==> src/hdl/ymcrc_pkg.sv <==
// Shared types and constants for the YMODEM-CRC receiver.
`timescale 1ns / 1ps
`default_nettype none
package ymcrc_pkg;
  localparam int unsigned MaxRes = 4;
  localparam logic [7:0] BSoh = 8'h01;
  localparam logic [7:0] BStx = 8'h02;
  localparam logic [7:0] BEot = 8'h04;
  localparam logic [7:0] BAck = 8'h06;
  localparam logic [7:0] BNak = 8'h15;
  localparam logic [7:0] BCan = 8'h18;
  localparam logic [7:0] BReq = 8'h43;

  localparam logic [1:0] CfgTimeout = 2'd0;
  localparam logic [1:0] CfgMaxErr  = 2'd1;
  localparam logic [1:0] CfgAbort1  = 2'd2;
  localparam logic [1:0] CfgAbort2  = 2'd3;

  typedef enum logic [2:0] {
    KSend = 3'd0, KData = 3'd1, KCommit = 3'd2, KDiscard = 3'd3,
    KStart = 3'd4, KEnd = 3'd5, KDone = 3'd6
  } kind_e;

  typedef enum logic [3:0] {
    SOk = 4'd0, STimeout = 4'd1, SUnknown = 4'd2, SSender = 4'd3, SUser = 4'd4,
    SSeqInv = 4'd5, SCrc = 4'd6, SMismatch = 4'd7, SInvalid = 4'd8, SSize = 4'd9
  } status_e;

  typedef enum logic [1:0] {PhIdle = 2'd0, PhBusy = 2'd1, PhDone = 2'd2} sess_e;
  typedef enum logic [2:0] {
    FrType = 3'd0, FrCan = 3'd1, FrSeq = 3'd2, FrComp = 3'd3,
    FrData = 3'd4, FrCrcH = 3'd5, FrCrcL = 3'd6
  } frame_e;
  typedef enum logic [1:0] {HdName = 2'd0, HdSize = 2'd1, HdClosed = 2'd2, HdEmpty = 2'd3} hdr_e;

  typedef struct packed {
    kind_e        kind;
    logic [7:0]   value_byte;
    logic [9:0]   data_index;
    logic [10:0]  valid_count;
    logic [31:0]  file_size;
    status_e      status;
    logic         last;
  } res_t;

  // group of up to four results produced by one request
  typedef struct packed {
    logic [2:0]            cnt;
    res_t [MaxRes-1:0]     res;
  } bundle_t;

  // one CRC-16 step over a byte, poly 0x1021
  function automatic logic [15:0] crc_upd(logic [15:0] c, logic [7:0] b);
    logic [15:0] r;
    r = c ^ {b, 8'h00};
    for (int i = 0; i < 8; i++) r = r[15] ? ((r << 1) ^ 16'h1021) : (r << 1);
    return r;
  endfunction
endpackage
`default_nettype wire

==> src/hdl/ymcrc_front.sv <==
// Front end: frames each request, updates protocol state, builds result bundle.
`timescale 1ns / 1ps
`default_nettype none
module ymcrc_front #(
  parameter int unsigned NameMax = 64,
  parameter int unsigned SizeDigitsMax = 10
) (
  input  wire logic               clk_i,
  input  wire logic               rst_ni,
  input  wire logic               cfg_we_i,
  input  wire logic [1:0]         cfg_idx_i,
  input  wire logic [23:0]        cfg_data_i,
  input  wire logic               take_i,
  input  wire logic               operation_i,
  input  wire logic [7:0]         rx_byte_i,
  output ymcrc_pkg::bundle_t      bundle_o
);
  import ymcrc_pkg::*;

  logic [23:0] tmo_q;
  logic [7:0]  maxerr_q, ab1_q, ab2_q;
  sess_e       sess_q, sess_d;
  logic [7:0]  eseq_q, eseq_d, errc_q, errc_d;
  logic [31:0] rtot_q, rtot_d, ftot_q, ftot_d;
  frame_e      fr_q, fr_d;
  logic        long_q, long_d, cok_q, cok_d;
  logic [7:0]  seq_q, seq_d;
  logic [15:0] crc_q, crc_d, crcr_q, crcr_d;
  logic [10:0] pos_q, pos_d;
  logic [23:0] tick_q, tick_d;
  logic [31:0] acc_q, acc_d;
  hdr_e        hd_q, hd_d;
  logic [6:0]  hc_q, hc_d;
  bundle_t     bo;

  // config registers
  always_ff @(posedge clk_i or negedge rst_ni) begin
    if (!rst_ni) begin
      tmo_q <= 24'd1000; maxerr_q <= 8'd5; ab1_q <= 8'd65; ab2_q <= 8'd97;
    end else if (cfg_we_i) begin
      unique case (cfg_idx_i)
        CfgTimeout: tmo_q    <= cfg_data_i;
        CfgMaxErr:  maxerr_q <= cfg_data_i[7:0];
        CfgAbort1:  ab1_q    <= cfg_data_i[7:0];
        CfgAbort2:  ab2_q    <= cfg_data_i[7:0];
        default: ;
      endcase
    end
  end

  // next-state and result logic
  always_comb begin
    logic [2:0]  n;
    status_e     st;
    logic        busy;
    logic [10:0] blk;
    logic [31:0] rem;
    logic [10:0] vld;
    logic [35:0] prod;
    logic        do_err, do_clear;
    status_e     est;
    n = '0; st = SOk; busy = (sess_q == PhBusy);
    blk = long_q ? 11'd1024 : 11'd128;
    rem = ftot_q - rtot_q; vld = '0; prod = '0;
    do_err = 1'b0; do_clear = 1'b0; est = SOk;
    bo = '0;
    sess_d = sess_q; eseq_d = eseq_q; errc_d = errc_q; rtot_d = rtot_q; ftot_d = ftot_q;
    fr_d = fr_q; long_d = long_q; cok_d = cok_q; seq_d = seq_q; crc_d = crc_q;
    crcr_d = crcr_q; pos_d = pos_q; tick_d = tick_q; acc_d = acc_q; hd_d = hd_q; hc_d = hc_q;
    if (take_i && (sess_q == PhIdle || sess_q == PhBusy)) begin
      if (operation_i) begin
        tick_d = tick_q + 24'd1;
        if (tick_d >= tmo_q) begin
          tick_d = '0;
          if (busy && fr_q >= FrData) begin
            bo.res[n].kind = KDiscard; bo.res[n].status = STimeout; n = n + 3'd1;
          end
          do_clear = 1'b1; do_err = 1'b1; est = STimeout;
        end
      end else begin
        tick_d = '0;
        unique case (fr_q)
          FrType: begin
            if (rx_byte_i == BSoh || rx_byte_i == BStx) begin
              do_clear = 1'b1;
            end else if (rx_byte_i == BEot) begin
              bo.res[0].kind = KEnd;
              bo.res[1].kind = KSend; bo.res[1].value_byte = BAck;
              bo.res[2].kind = KSend; bo.res[2].value_byte = BReq;
              n = 3'd3;
              sess_d = PhIdle; eseq_d = '0; errc_d = '0; rtot_d = '0; ftot_d = '0;
            end else if (rx_byte_i == BCan) begin
              fr_d = FrCan;
            end else begin
              do_err = 1'b1;
              est = (rx_byte_i == ab1_q || rx_byte_i == ab2_q) ? SUser : SUnknown;
            end
          end
          FrCan: begin
            do_clear = 1'b1; do_err = 1'b1;
            est = (rx_byte_i == BCan) ? SSender : SUnknown;
          end
          FrSeq: begin seq_d = rx_byte_i; fr_d = FrComp; end
          FrComp: begin
            cok_d = ((rx_byte_i ^ 8'hFF) == seq_q); pos_d = '0; crc_d = '0; fr_d = FrData;
          end
          FrData: begin
            crc_d = crc_upd(crc_q, rx_byte_i);
            if (sess_q == PhIdle) begin
              if (hd_q == HdName) begin
                if (32'(hc_q) >= NameMax) begin hd_d = HdSize; hc_d = '0; end
                else if (rx_byte_i == 8'h00) begin
                  hd_d = (pos_q == '0) ? HdEmpty : HdSize; hc_d = '0;
                end else hc_d = hc_q + 7'd1;
              end else if (hd_q == HdSize) begin
                if (32'(hc_q) >= SizeDigitsMax || rx_byte_i < 8'h30 || rx_byte_i > 8'h39)
                  hd_d = HdClosed;
                else begin
                  prod = {4'd0, acc_q} * 36'd10 + 36'(rx_byte_i - 8'h30);
                  acc_d = (prod[35:32] != '0) ? 32'hFFFF_FFFF : prod[31:0];
                  hc_d = hc_q + 7'd1;
                end
              end
            end else begin
              bo.res[0].kind = KData; bo.res[0].value_byte = rx_byte_i;
              bo.res[0].data_index = pos_q[9:0]; n = 3'd1;
            end
            pos_d = pos_q + 11'd1;
            if (pos_d >= blk) fr_d = FrCrcH;
          end
          FrCrcH: begin crcr_d = {rx_byte_i, 8'h00}; fr_d = FrCrcL; end
          FrCrcL: begin
            do_clear = 1'b1;
            if (!cok_q) st = SSeqInv;
            else if (crc_q != {crcr_q[15:8], rx_byte_i}) st = SCrc;
            else if (seq_q != eseq_q) st = SMismatch;
            if (st == SOk && busy) begin
              if (rtot_q >= ftot_q) st = SInvalid;
              else begin
                vld = (rem < 32'(blk)) ? rem[10:0] : blk;
                rtot_d = rtot_q + 32'(vld); errc_d = '0; eseq_d = eseq_q + 8'd1;
                bo.res[0].kind = KCommit; bo.res[0].valid_count = vld;
                bo.res[1].kind = KSend; bo.res[1].value_byte = BAck; n = 3'd2;
              end
            end else if (st == SOk) begin
              if (hd_q == HdEmpty) begin
                bo.res[0].kind = KSend; bo.res[0].value_byte = BAck;
                bo.res[1].kind = KDone; n = 3'd2; sess_d = PhDone;
              end else if ((hd_q == HdSize || hd_q == HdClosed) && hc_q != '0) begin
                ftot_d = acc_q; sess_d = PhBusy; eseq_d = eseq_q + 8'd1;
                bo.res[0].kind = KStart; bo.res[0].file_size = acc_q;
                bo.res[1].kind = KSend; bo.res[1].value_byte = BAck;
                bo.res[2].kind = KSend; bo.res[2].value_byte = BReq; n = 3'd3;
              end else st = SSize;
            end
            if (st != SOk) begin
              if (busy) begin
                bo.res[0].kind = KDiscard; bo.res[0].status = st; n = 3'd1;
              end
              do_err = 1'b1; est = st;
            end
          end
          default: do_clear = 1'b1;
        endcase
      end
      if (do_clear) begin
        fr_d = FrType; long_d = 1'b0; seq_d = '0; cok_d = 1'b0; crc_d = '0; crcr_d = '0;
        pos_d = '0; acc_d = '0; hd_d = HdName; hc_d = '0;
        if (!operation_i && fr_q == FrType && (rx_byte_i == BSoh || rx_byte_i == BStx)) begin
          long_d = (rx_byte_i == BStx); fr_d = FrSeq;
        end
      end
      if (do_err) begin
        priority if (est == SMismatch) begin
          bo.res[n].kind = KSend; bo.res[n].value_byte = BNak; bo.res[n].status = est;
          n = n + 3'd1;
        end else if (est == SSender) begin
          bo.res[n].kind = KSend; bo.res[n].value_byte = BAck; bo.res[n].status = est;
          bo.res[n+3'd1].kind = KDone; bo.res[n+3'd1].status = est;
          n = n + 3'd2; sess_d = PhDone;
        end else begin
          if (est != SUser && busy && errc_q != 8'hFF) errc_d = errc_q + 8'd1;
          if (est == SUser || errc_d > maxerr_q) begin
            bo.res[n].kind = KSend; bo.res[n].value_byte = BCan; bo.res[n].status = est;
            bo.res[n+3'd1].kind = KSend; bo.res[n+3'd1].value_byte = BCan;
            bo.res[n+3'd1].status = est;
            bo.res[n+3'd2].kind = KDone; bo.res[n+3'd2].status = est;
            n = n + 3'd3; sess_d = PhDone;
          end else begin
            bo.res[n].kind = KSend; bo.res[n].value_byte = BReq; bo.res[n].status = est;
            n = n + 3'd1;
          end
        end
      end
    end
    bo.cnt = n;
    if (n != '0) bo.res[n-3'd1].last = 1'b1;
  end

  assign bundle_o = bo;

  // protocol state
  always_ff @(posedge clk_i or negedge rst_ni) begin
    if (!rst_ni) begin
      sess_q <= PhIdle; eseq_q <= '0; errc_q <= '0; rtot_q <= '0; ftot_q <= '0;
      fr_q <= FrType; long_q <= 1'b0; cok_q <= 1'b0; seq_q <= '0; crc_q <= '0;
      crcr_q <= '0; pos_q <= '0; tick_q <= '0; acc_q <= '0; hd_q <= HdName; hc_q <= '0;
    end else begin
      sess_q <= sess_d; eseq_q <= eseq_d; errc_q <= errc_d; rtot_q <= rtot_d;
      ftot_q <= ftot_d; fr_q <= fr_d; long_q <= long_d; cok_q <= cok_d; seq_q <= seq_d;
      crc_q <= crc_d; crcr_q <= crcr_d; pos_q <= pos_d; tick_q <= tick_d; acc_q <= acc_d;
      hd_q <= hd_d; hc_q <= hc_d;
    end
  end

  // a finished session never produces results
  a_done_quiet: assert property (@(posedge clk_i) disable iff (!rst_ni)
    sess_q == PhDone |-> bundle_o.cnt == '0) else $error("results after done");
  a_cnt_max: assert property (@(posedge clk_i) disable iff (!rst_ni)
    bundle_o.cnt <= 3'd4) else $error("bundle overflow");
  a_done_sticky: assert property (@(posedge clk_i) disable iff (!rst_ni)
    $past(sess_q) == PhDone |-> sess_q == PhDone) else $error("left done");
endmodule
`default_nettype wire

==> src/hdl/ymcrc_back.sv <==
// Back end: bundle queue and serializer that hands out the results of each bundle one at a time.
`timescale 1ns / 1ps
`default_nettype none
module ymcrc_back (
  input  wire logic               clk_i,
  input  wire logic               rst_ni,
  input  wire logic               push_i,
  input  wire ymcrc_pkg::bundle_t bundle_i,
  output logic                    ready_o,
  output logic                    valid_o,
  input  wire logic               stall_i,
  output ymcrc_pkg::res_t         res_o
);
  import ymcrc_pkg::*;

  // two-entry bundle queue
  bundle_t     q_q [2];
  logic [1:0]  cnt_q, cnt_d;
  logic        rd_q, wr_q;
  logic [1:0]  sub_q, sub_d;
  logic        pop, wr_en;

  assign valid_o = (cnt_q != '0);
  assign res_o   = q_q[rd_q].res[sub_q];
  assign pop     = valid_o && !stall_i && (3'(sub_q) + 3'd1 == q_q[rd_q].cnt);
  assign wr_en   = push_i && (bundle_i.cnt != '0);
  assign ready_o = (cnt_q != 2'd2);

  always_comb begin
    cnt_d = cnt_q;
    sub_d = sub_q;
    if (valid_o && !stall_i) sub_d = pop ? 2'd0 : sub_q + 2'd1;
    if (wr_en && !pop) cnt_d = cnt_q + 2'd1;
    else if (!wr_en && pop) cnt_d = cnt_q - 2'd1;
  end

  always_ff @(posedge clk_i) begin
    if (wr_en) q_q[wr_q] <= bundle_i;
  end

  always_ff @(posedge clk_i or negedge rst_ni) begin
    if (!rst_ni) begin
      cnt_q <= '0; rd_q <= 1'b0; wr_q <= 1'b0; sub_q <= '0;
    end else begin
      cnt_q <= cnt_d; sub_q <= sub_d;
      if (wr_en) wr_q <= !wr_q;
      if (pop) rd_q <= !rd_q;
    end
  end

  a_no_ovf: assert property (@(posedge clk_i) disable iff (!rst_ni)
    wr_en |-> (cnt_q != 2'd2)) else $error("queue overflow");
  a_last: assert property (@(posedge clk_i) disable iff (!rst_ni)
    pop |-> res_o.last) else $error("bundle ends without last");
  a_cnt: assert property (@(posedge clk_i) disable iff (!rst_ni)
    cnt_q <= 2'd2) else $error("bad count");
endmodule
`default_nettype wire

==> src/hdl/ymodem_crc_receiver.sv <==
// Top level of the YMODEM-CRC receiver: front end, bundle queue, result port.
// A request's results are registered into the bundle queue before they reach the
// output. Requests are taken one per cycle while the queue has room; results leave
// one per cycle while out_stall_i is low.
// The two-entry bundle queue sets when in_stall_o rises.
// Reset: asynchronous, active low; registers return to defaults, session idle.
`timescale 1ns / 1ps
`default_nettype none
module ymodem_crc_receiver #(
  parameter int unsigned NameMax = 64,
  parameter int unsigned SizeDigitsMax = 10
) (
  input  wire logic         clk_i,
  input  wire logic         rst_ni,
  input  wire logic         cfg_we_i,
  input  wire logic [1:0]   cfg_idx_i,
  input  wire logic [23:0]  cfg_data_i,
  input  wire logic         in_valid_i,
  output logic              in_stall_o,
  input  wire logic         operation_i,
  input  wire logic [7:0]   rx_byte_i,
  output logic              out_valid_o,
  input  wire logic         out_stall_i,
  output logic [2:0]        kind_o,
  output logic [7:0]        value_byte_o,
  output logic [9:0]        data_index_o,
  output logic [10:0]       valid_count_o,
  output logic [31:0]       file_size_o,
  output logic [3:0]        status_o,
  output logic              last_o
);
  import ymcrc_pkg::*;

  bundle_t bundle;
  res_t    res;
  logic    ready, take;

  assign in_stall_o = !ready;
  assign take = in_valid_i && ready;

  ymcrc_front #(.NameMax(NameMax), .SizeDigitsMax(SizeDigitsMax)) u_front (
    .clk_i, .rst_ni, .cfg_we_i, .cfg_idx_i, .cfg_data_i,
    .take_i(take), .operation_i, .rx_byte_i, .bundle_o(bundle)
  );

  ymcrc_back u_back (
    .clk_i, .rst_ni, .push_i(take), .bundle_i(bundle), .ready_o(ready),
    .valid_o(out_valid_o), .stall_i(out_stall_i), .res_o(res)
  );

  assign kind_o        = res.kind;
  assign value_byte_o  = res.value_byte;
  assign data_index_o  = res.data_index;
  assign valid_count_o = res.valid_count;
  assign file_size_o   = res.file_size;
  assign status_o      = res.status;
  assign last_o        = res.last;
endmodule
`default_nettype wire

==> config.mk <==
export PLATFORM = sky130hd
export DESIGN_NAME = ymodem_crc_receiver
export DESIGN_NICKNAME = d
export VERILOG_FILES = /design/src/hdl/ymcrc_pkg.sv /design/src/hdl/ymcrc_front.sv /design/src/hdl/ymcrc_back.sv /design/src/hdl/ymodem_crc_receiver.sv
export SDC_FILE = /design/constraint.sdc
export NUM_CORES = 1
export LEC_CHECK = 0
export BUFFER_PORTS_ARGS = -buffer_cell sky130_fd_sc_hd__buf_2
export CORE_MARGIN = 2
export CORE_UTILIZATION = 40
export CTS_CLUSTER_DIAMETER = 200
export CTS_CLUSTER_SIZE = 24
export DETAILED_ROUTE_END_ITERATION = 6
export SYNTH_ARGS = -nofsm -noshare
export SYNTH_HDL_FRONTEND = slang
export SYNTH_SLANG_ARGS = --single-unit
==> constraint.sdc <==
create_clock -name clk_i -period 18.16 [get_ports clk_i]
set_clock_uncertainty 0.15 [all_clocks]
set_input_delay 1.816 -clock clk_i [delete_from_list [all_inputs] [get_ports clk_i]]
set_output_delay 1.816 -clock clk_i [all_outputs]
set_load 0.05 [all_outputs]
Yosys cells after proc, flatten, opt, wreduce, memory -nomap -nowiden --
Memory sizes are Yosys's and may differ from the RTL's. Index checks and enable logic that the tools add are counted. W data, S select, Z words.
Cells by class: reductions and logical operators 73, bitwise gates (word level) 11, multiply operators 1, div/mod/pow operators 0, $lt $le $gt $ge 19, shift-type cells 0, add/sub/neg operators 17, equality and inequality tests 50, muxes and demuxes 264
Operators with widths (number):
- $bwmux W276 | 17
- $mux W276 | 6
- $demux W69 S2 | 9
- $mux W32 | 20
- $mux W69 | 4
- $mux W8 | 25
- $mux W11 | 18
- $bmux W69 S2 | 1
- $mux W66 | 2
- $pmux W32 S2 | 2
- $mux W61 | 2
- $mux W3 | 37
- $mux W13 | 8
- $mux W4 | 24
- $mux W16 | 5
- $mux W7 | 11
- $pmux W11 S2 | 3
- $mux W2 | 29
- $mux W24 | 2
- $pmux W8 S2 | 3
- $mux W47 | 1
- $add A36 B36 Y36 | 1
- $mul A32 B3 Y35 const B | 1
- $add A32 B11 Y32 | 1
- 82 further kinds | 203
Word-level totals: latch bits 0, memories 1, register bits 257, output and inout port bits 71, word-level logic and storage cells 460, bits in read-only memories 0, input port bits 40, bits in writable memories 558
Memory list:
- u_back.q_q | words 2, bits a word 279, rd ports 1, clocked after memory_dff 0, wr ports 1, line ymcrc_back.sv:17 | bundle_t q_q [2];

Logic depth before layout (Yosys ltp) --
word-level depth 41, gate-level depth with buffers 37, gate-level depth less buffers 36

Modules after synthesis --
A second synthesis with hierarchy kept.
Unflattened totals: cell total of the unflattened synthesis 3491, area, all modules 43360.3 um^2
By module, submodules not included:
- ymcrc_front | times used 1, seq. area each 6097.1 um^2, cells an instance 2649, area each 21779.6 um^2
- ymcrc_back | times used 1, seq. area each 16906.2 um^2, cells an instance 840, area each 21570.7 um^2
- ymodem_crc_receiver | times used 1, seq. area each 0.0 um^2, cells an instance 2, area each 10.0 um^2

Least setup slack after synthesis --
No wires, ideal clock.
path kind input to register, from in rx_byte_i[4], to mem u_back.q_q[0][0] (netlist bit) (enable), library setup time 0.611 ns, slack 5.717 ns, arrival 11.681 ns, stages 26, cells stage by stage clkbuf_1 -> inv_1 -> ha_1 -> nand2b_1 -> nor3_1 -> nor2_1 -> o311a_1 -> o21ai_0 -> or2_2 -> o21ai_1 -> a31oi_1 -> nand2_1 -> o21ai_0 -> ha_1 -> nor2b_1 -> o21a_1 -> o21a_1 -> o21ai_0 -> a21oi_1 -> o31ai_1 -> o22ai_2 -> nand2_1 -> o211ai_1 -> a21oi_1 -> nor2_1 -> a21oi_1
RTL lines:
- start: declaration | line ymodem_crc_receiver.sv:21 | input wire logic [7:0] rx_byte_i,
- end: declaration | line ymcrc_back.sv:17

==> results.txt <==
----------------------------------------------------
[Yosys]
  Mapped Cells ... 2,912
  Part of the Yosys area used for sequential elements ... 0.445
  Number of enable-type register cells in the synthesized netlist ... 216
  Top post-synthesis cells by area ... edfxtp_1 (23%), dfrtp_1 (21%), ha_1 (8.4%)
  Most used flip-flop cell after synthesis ... dfrtp_1
  Post-Syn Nets ... 3,148
  Yosys cell types ... 91
  Total of warnings raised by yosys ... 0
  Fraction of registers with async set or reset after synthesis ... 0.535
  Post-synth design cell area ... 28,600 um2
  Synth Area per Inst ... 9.83 um2
  Largest area contributor in the synthesized netlist ... edfxtp_1
  Number of synthesized register bits ... 465
  Post-synth top area share ... 0.227

[Pwr]
  PwrDens ... 161 nW/um2
  Register share of total power ... 0.290
  Worst supply voltage drop on vdd ... 94.8 uV
  Combinational Power Share ... 0.591
  Leak ... 13.1 nW
  Switching Share ... 0.470
  Clock network fraction of design power ... 0.119
  Pint ... 2.62 mW
  Reported net switching power ... 2.32 mW

[STA]
  Number of setup violations in the final report ... 0
  Period utilization ... 0.575
  Achievable Freq ... 95.8 MHz
  Final critical path time including I/O delays and setup ... 10.43 ns
  Setup TNS after final layout ... 0 ns
  Count of final hold-check violations ... 0
  Slew HR ... 0.169
  Slew of the pin with the lowest slew margin ... 1.24 ns
  Final slew viol count ... 0
  Unrepaired setup endpoints after global routing ... no

[Clock tree]
  Cts bufs inserted ... 23
  Maximum root-to-sink buffer count ... 3
  Clock latency on the worst-skew pair ... 0.59 ns
  Post_cts resized ... 0
  Setup Fix Bufs, Post-CTS ... 0
  Root cell of the clock tree ... clkbuf_16
  Clock-pin slew on the worst setup and hold paths ... 0.12 ns
  Hold-fix buffers, CTS ... 0
  Clock tree from TritonCTS ... built
  Htree depth ... 1
  Clock net sink count ... 465

[Critical path]
  Category of the critical setup timing path ... flip-flop to flip-flop
  CP top delay family ... compound AO/OA/AOI/OAI gates
  Reg2reg end ... u_back.q_q[0][25]
  Crit path from ... u_front.tick_q[0]
  Total number of cells along the worst setup path ... 32
  Arrival time worst endpoint ... 10.50 ns
  Largest stage delay, worst path ... 0.78 ns
  Reg2reg start ... u_front.tick_q[0]
  Setup slack on the worst flop-to-flop path ... 7.73 ns
  Critical Path Sink Type ... flip-flop
  Maximum fanout along the worst path ... 52
  Critical Path Source Type ... flip-flop
  Highest-delay cell along the critical path ... a21oi_4
  Depth of the most critical reg-to-reg path ... 32
  Critical path buffers and inverters ... 2
  Worst endpoint required time ... 18.23 ns
  Worst setup path endpoint ... u_back.q_q[0][25]
  Most frequent cell on the critical path ... nor2_1

[Place]
  Half-perimeter wire length of the detailed placement result ... 58.9 mm
  Total cell area at the placement stage ... 30,100 um2
  # port buffers ... 110
  Global placer's final weighted congestion ... 0.929

[Floorplan]
  Die ar. ... 73,700 um2
  Number of core rows ... 98
  Chip height ... 271 um
  Floorplan core area ... 71,100 um2
  I/O pins ... 111
  Width of the die ... 271 um
  Initial core utilization ... 0.402

[Route]
  Mean number of vias per cell ... 5.69
  Residual antenna-violating net count after detailed routing ... 0
  Routed wirelength normalized by instance count ... 20.1 um
  # DRC ... 5
  First-pass iteration count of the detailed router ... 7
  Number of design-rule violations left by the first detailed-router iteration ... 2,085
  Drt total wl ... 78.9 mm
  Via count ... 22,300

[GRT]
  Pin count of the biggest net entering global routing ... 77
  Total Routing Usage GR ... 0.210
  Vias in the first global route ... 21,700
  GR Overflow Total ... 0
  First-pass GRT wire length ... 125 mm
  Number of antenna violations at the first check in global routing ... 2

[Run status]
  Violations in the final reports ... DRC
  Run status ... finished with violations

[Cells and area]
  Area Growth Syn to Fin ... 7.51%
  Most frequent cells in the layout ... nand2_1 (300), o21ai_0 (250), dfrtp_1 (235)
  Post-route design area ... 30,800 um2
  Fillers ... 6,895
  Most common library cell in the layout ignoring fill and taps ... nand2_1
  Share of cells above drive strength 1 ... 0.0951
  Number of nets at the end of the flow ... 3,185

[Min path]
  Min-delay worst type ... flip-flop to flip-flop

[Run]
  MaxCap Viol Count ... 0

----------------------------------------------------
[metal layers]
metal	vias up	wire length, um	GRT usage
met1	11000	37500	0.314
li1	10600	-	-
met2	606	36200	0.334
met5	-	0	0
met3	65	4050	0.0179
met4	0	1160	0.0386
[power by group through the flow]
stage          sequential [mW]  clock [mW]  combinational (mW)
2_1_floorplan             1.37           0                2.27
3_3_place_gp              1.45           0                2.85
3_5_place_dp              1.45           0                2.89
4_1_cts                   1.43       0.609                2.91
5_1_grt                   1.45       0.646                3.22
6_report                  1.43       0.589                2.92
[cell families (layout without fill, tap and decap cells)]
logic type               after synthesis  count (layout)  synth area share
AO/OA/AOI/OAI                        715             715             0.156
adder cells (fa/ha/maj)              196             196            0.0868
XOR/XNOR                             198             198            0.0606
flip-flops                           465             465             0.445
other                                  0               2                 0
multiplexers                         130             130            0.0581
buffers and inverters                251             304            0.0336
AND/OR/NAND/NOR                      957             957             0.160
[final cells by class]
cell class                 count  area (um2)  area share
tap                          950        1190      0.0386
multi-input combinational   2196       15000       0.486
antenna                        2        5.00    0.000163
inverter                     131         492      0.0160
clock buffer                  40         639      0.0208
sequential                   465       12700       0.414
clock inverter                 1        16.3    0.000529
timing repair buffer         132         726      0.0236
[through the flow]
step	power, mW	cells	util	setup slack, ns	hold WS, ns
2_1_floorplan	3.64	2912	-	5.72	0.300
3_3_place_gp	4.30	3874	0.423	8.10	0.323
3_5_place_dp	4.34	3874	0.423	7.70	0.341
4_1_cts	4.95	3915	0.433	7.79	0.364
5_1_grt	5.32	3915	0.433	6.81	0.382
6_report	4.94	3917	0.433	7.73	0.357
[how the worst min path moves through the flow]
stage	startpoint	endpoint	slack (ns)	cells past startpoint
2_1_floorplan	u_front.ftot_q[0]	u_front.ftot_q[0]	0.30	2
3_3_place_gp	u_front.ftot_q[0]	u_front.ftot_q[0]	0.32	2
3_5_place_dp	u_front.crcr_q[13]	u_front.crcr_q[13]	0.34	2
4_1_cts	u_front.crcr_q[13]	u_front.crcr_q[13]	0.36	2
5_1_grt	u_front.ftot_q[18]	u_front.ftot_q[18]	0.38	1
6_report	u_front.crcr_q[13]	u_front.crcr_q[13]	0.36	2
[cells in the mapped netlist (all sizes together) (67+ instances only)]
cell type	count
xnor2	117
a21oi	172
o21ai	261
ha	192
nand2	300
clkbuf	98
edfxtp	216
nor2	237
mux2i	67
nand3	78
xor2	81
dfrtp	236
inv	131
[worst reg2reg max path, delay by kind of cell, from the launching register on]
kind / cells / cell delay [ns]
flip-flops: 1 / 0.46
AO/OA/AOI/OAI: 12 / 3.99
AND/OR/NAND/NOR: 14 / 3.18
adder cells (fa/ha/maj): 3 / 0.88
XOR/XNOR: 1 / 0.18
buffers and inverters: 2 / 1.20
[sequential cells by signal, indices dropped and copies added, names as in the netlist, 7 cells and up]
register,count
u_front.tick_q,24
u_front.hc_q,7
u_back.q_q,216
u_front.crc_q,16
u_front.tmo_q,24
u_front.acc_q,32
u_front.maxerr_q,8
u_front.rtot_q,32
u_front.seq_q,8
u_front.crcr_q,8
u_front.eseq_q,8
u_front.ftot_q,32
u_front.errc_q,8
u_front.ab2_q,8
u_front.ab1_q,8
u_front.pos_q,11
Note: power is estimated with default switching activity, not from simulation.
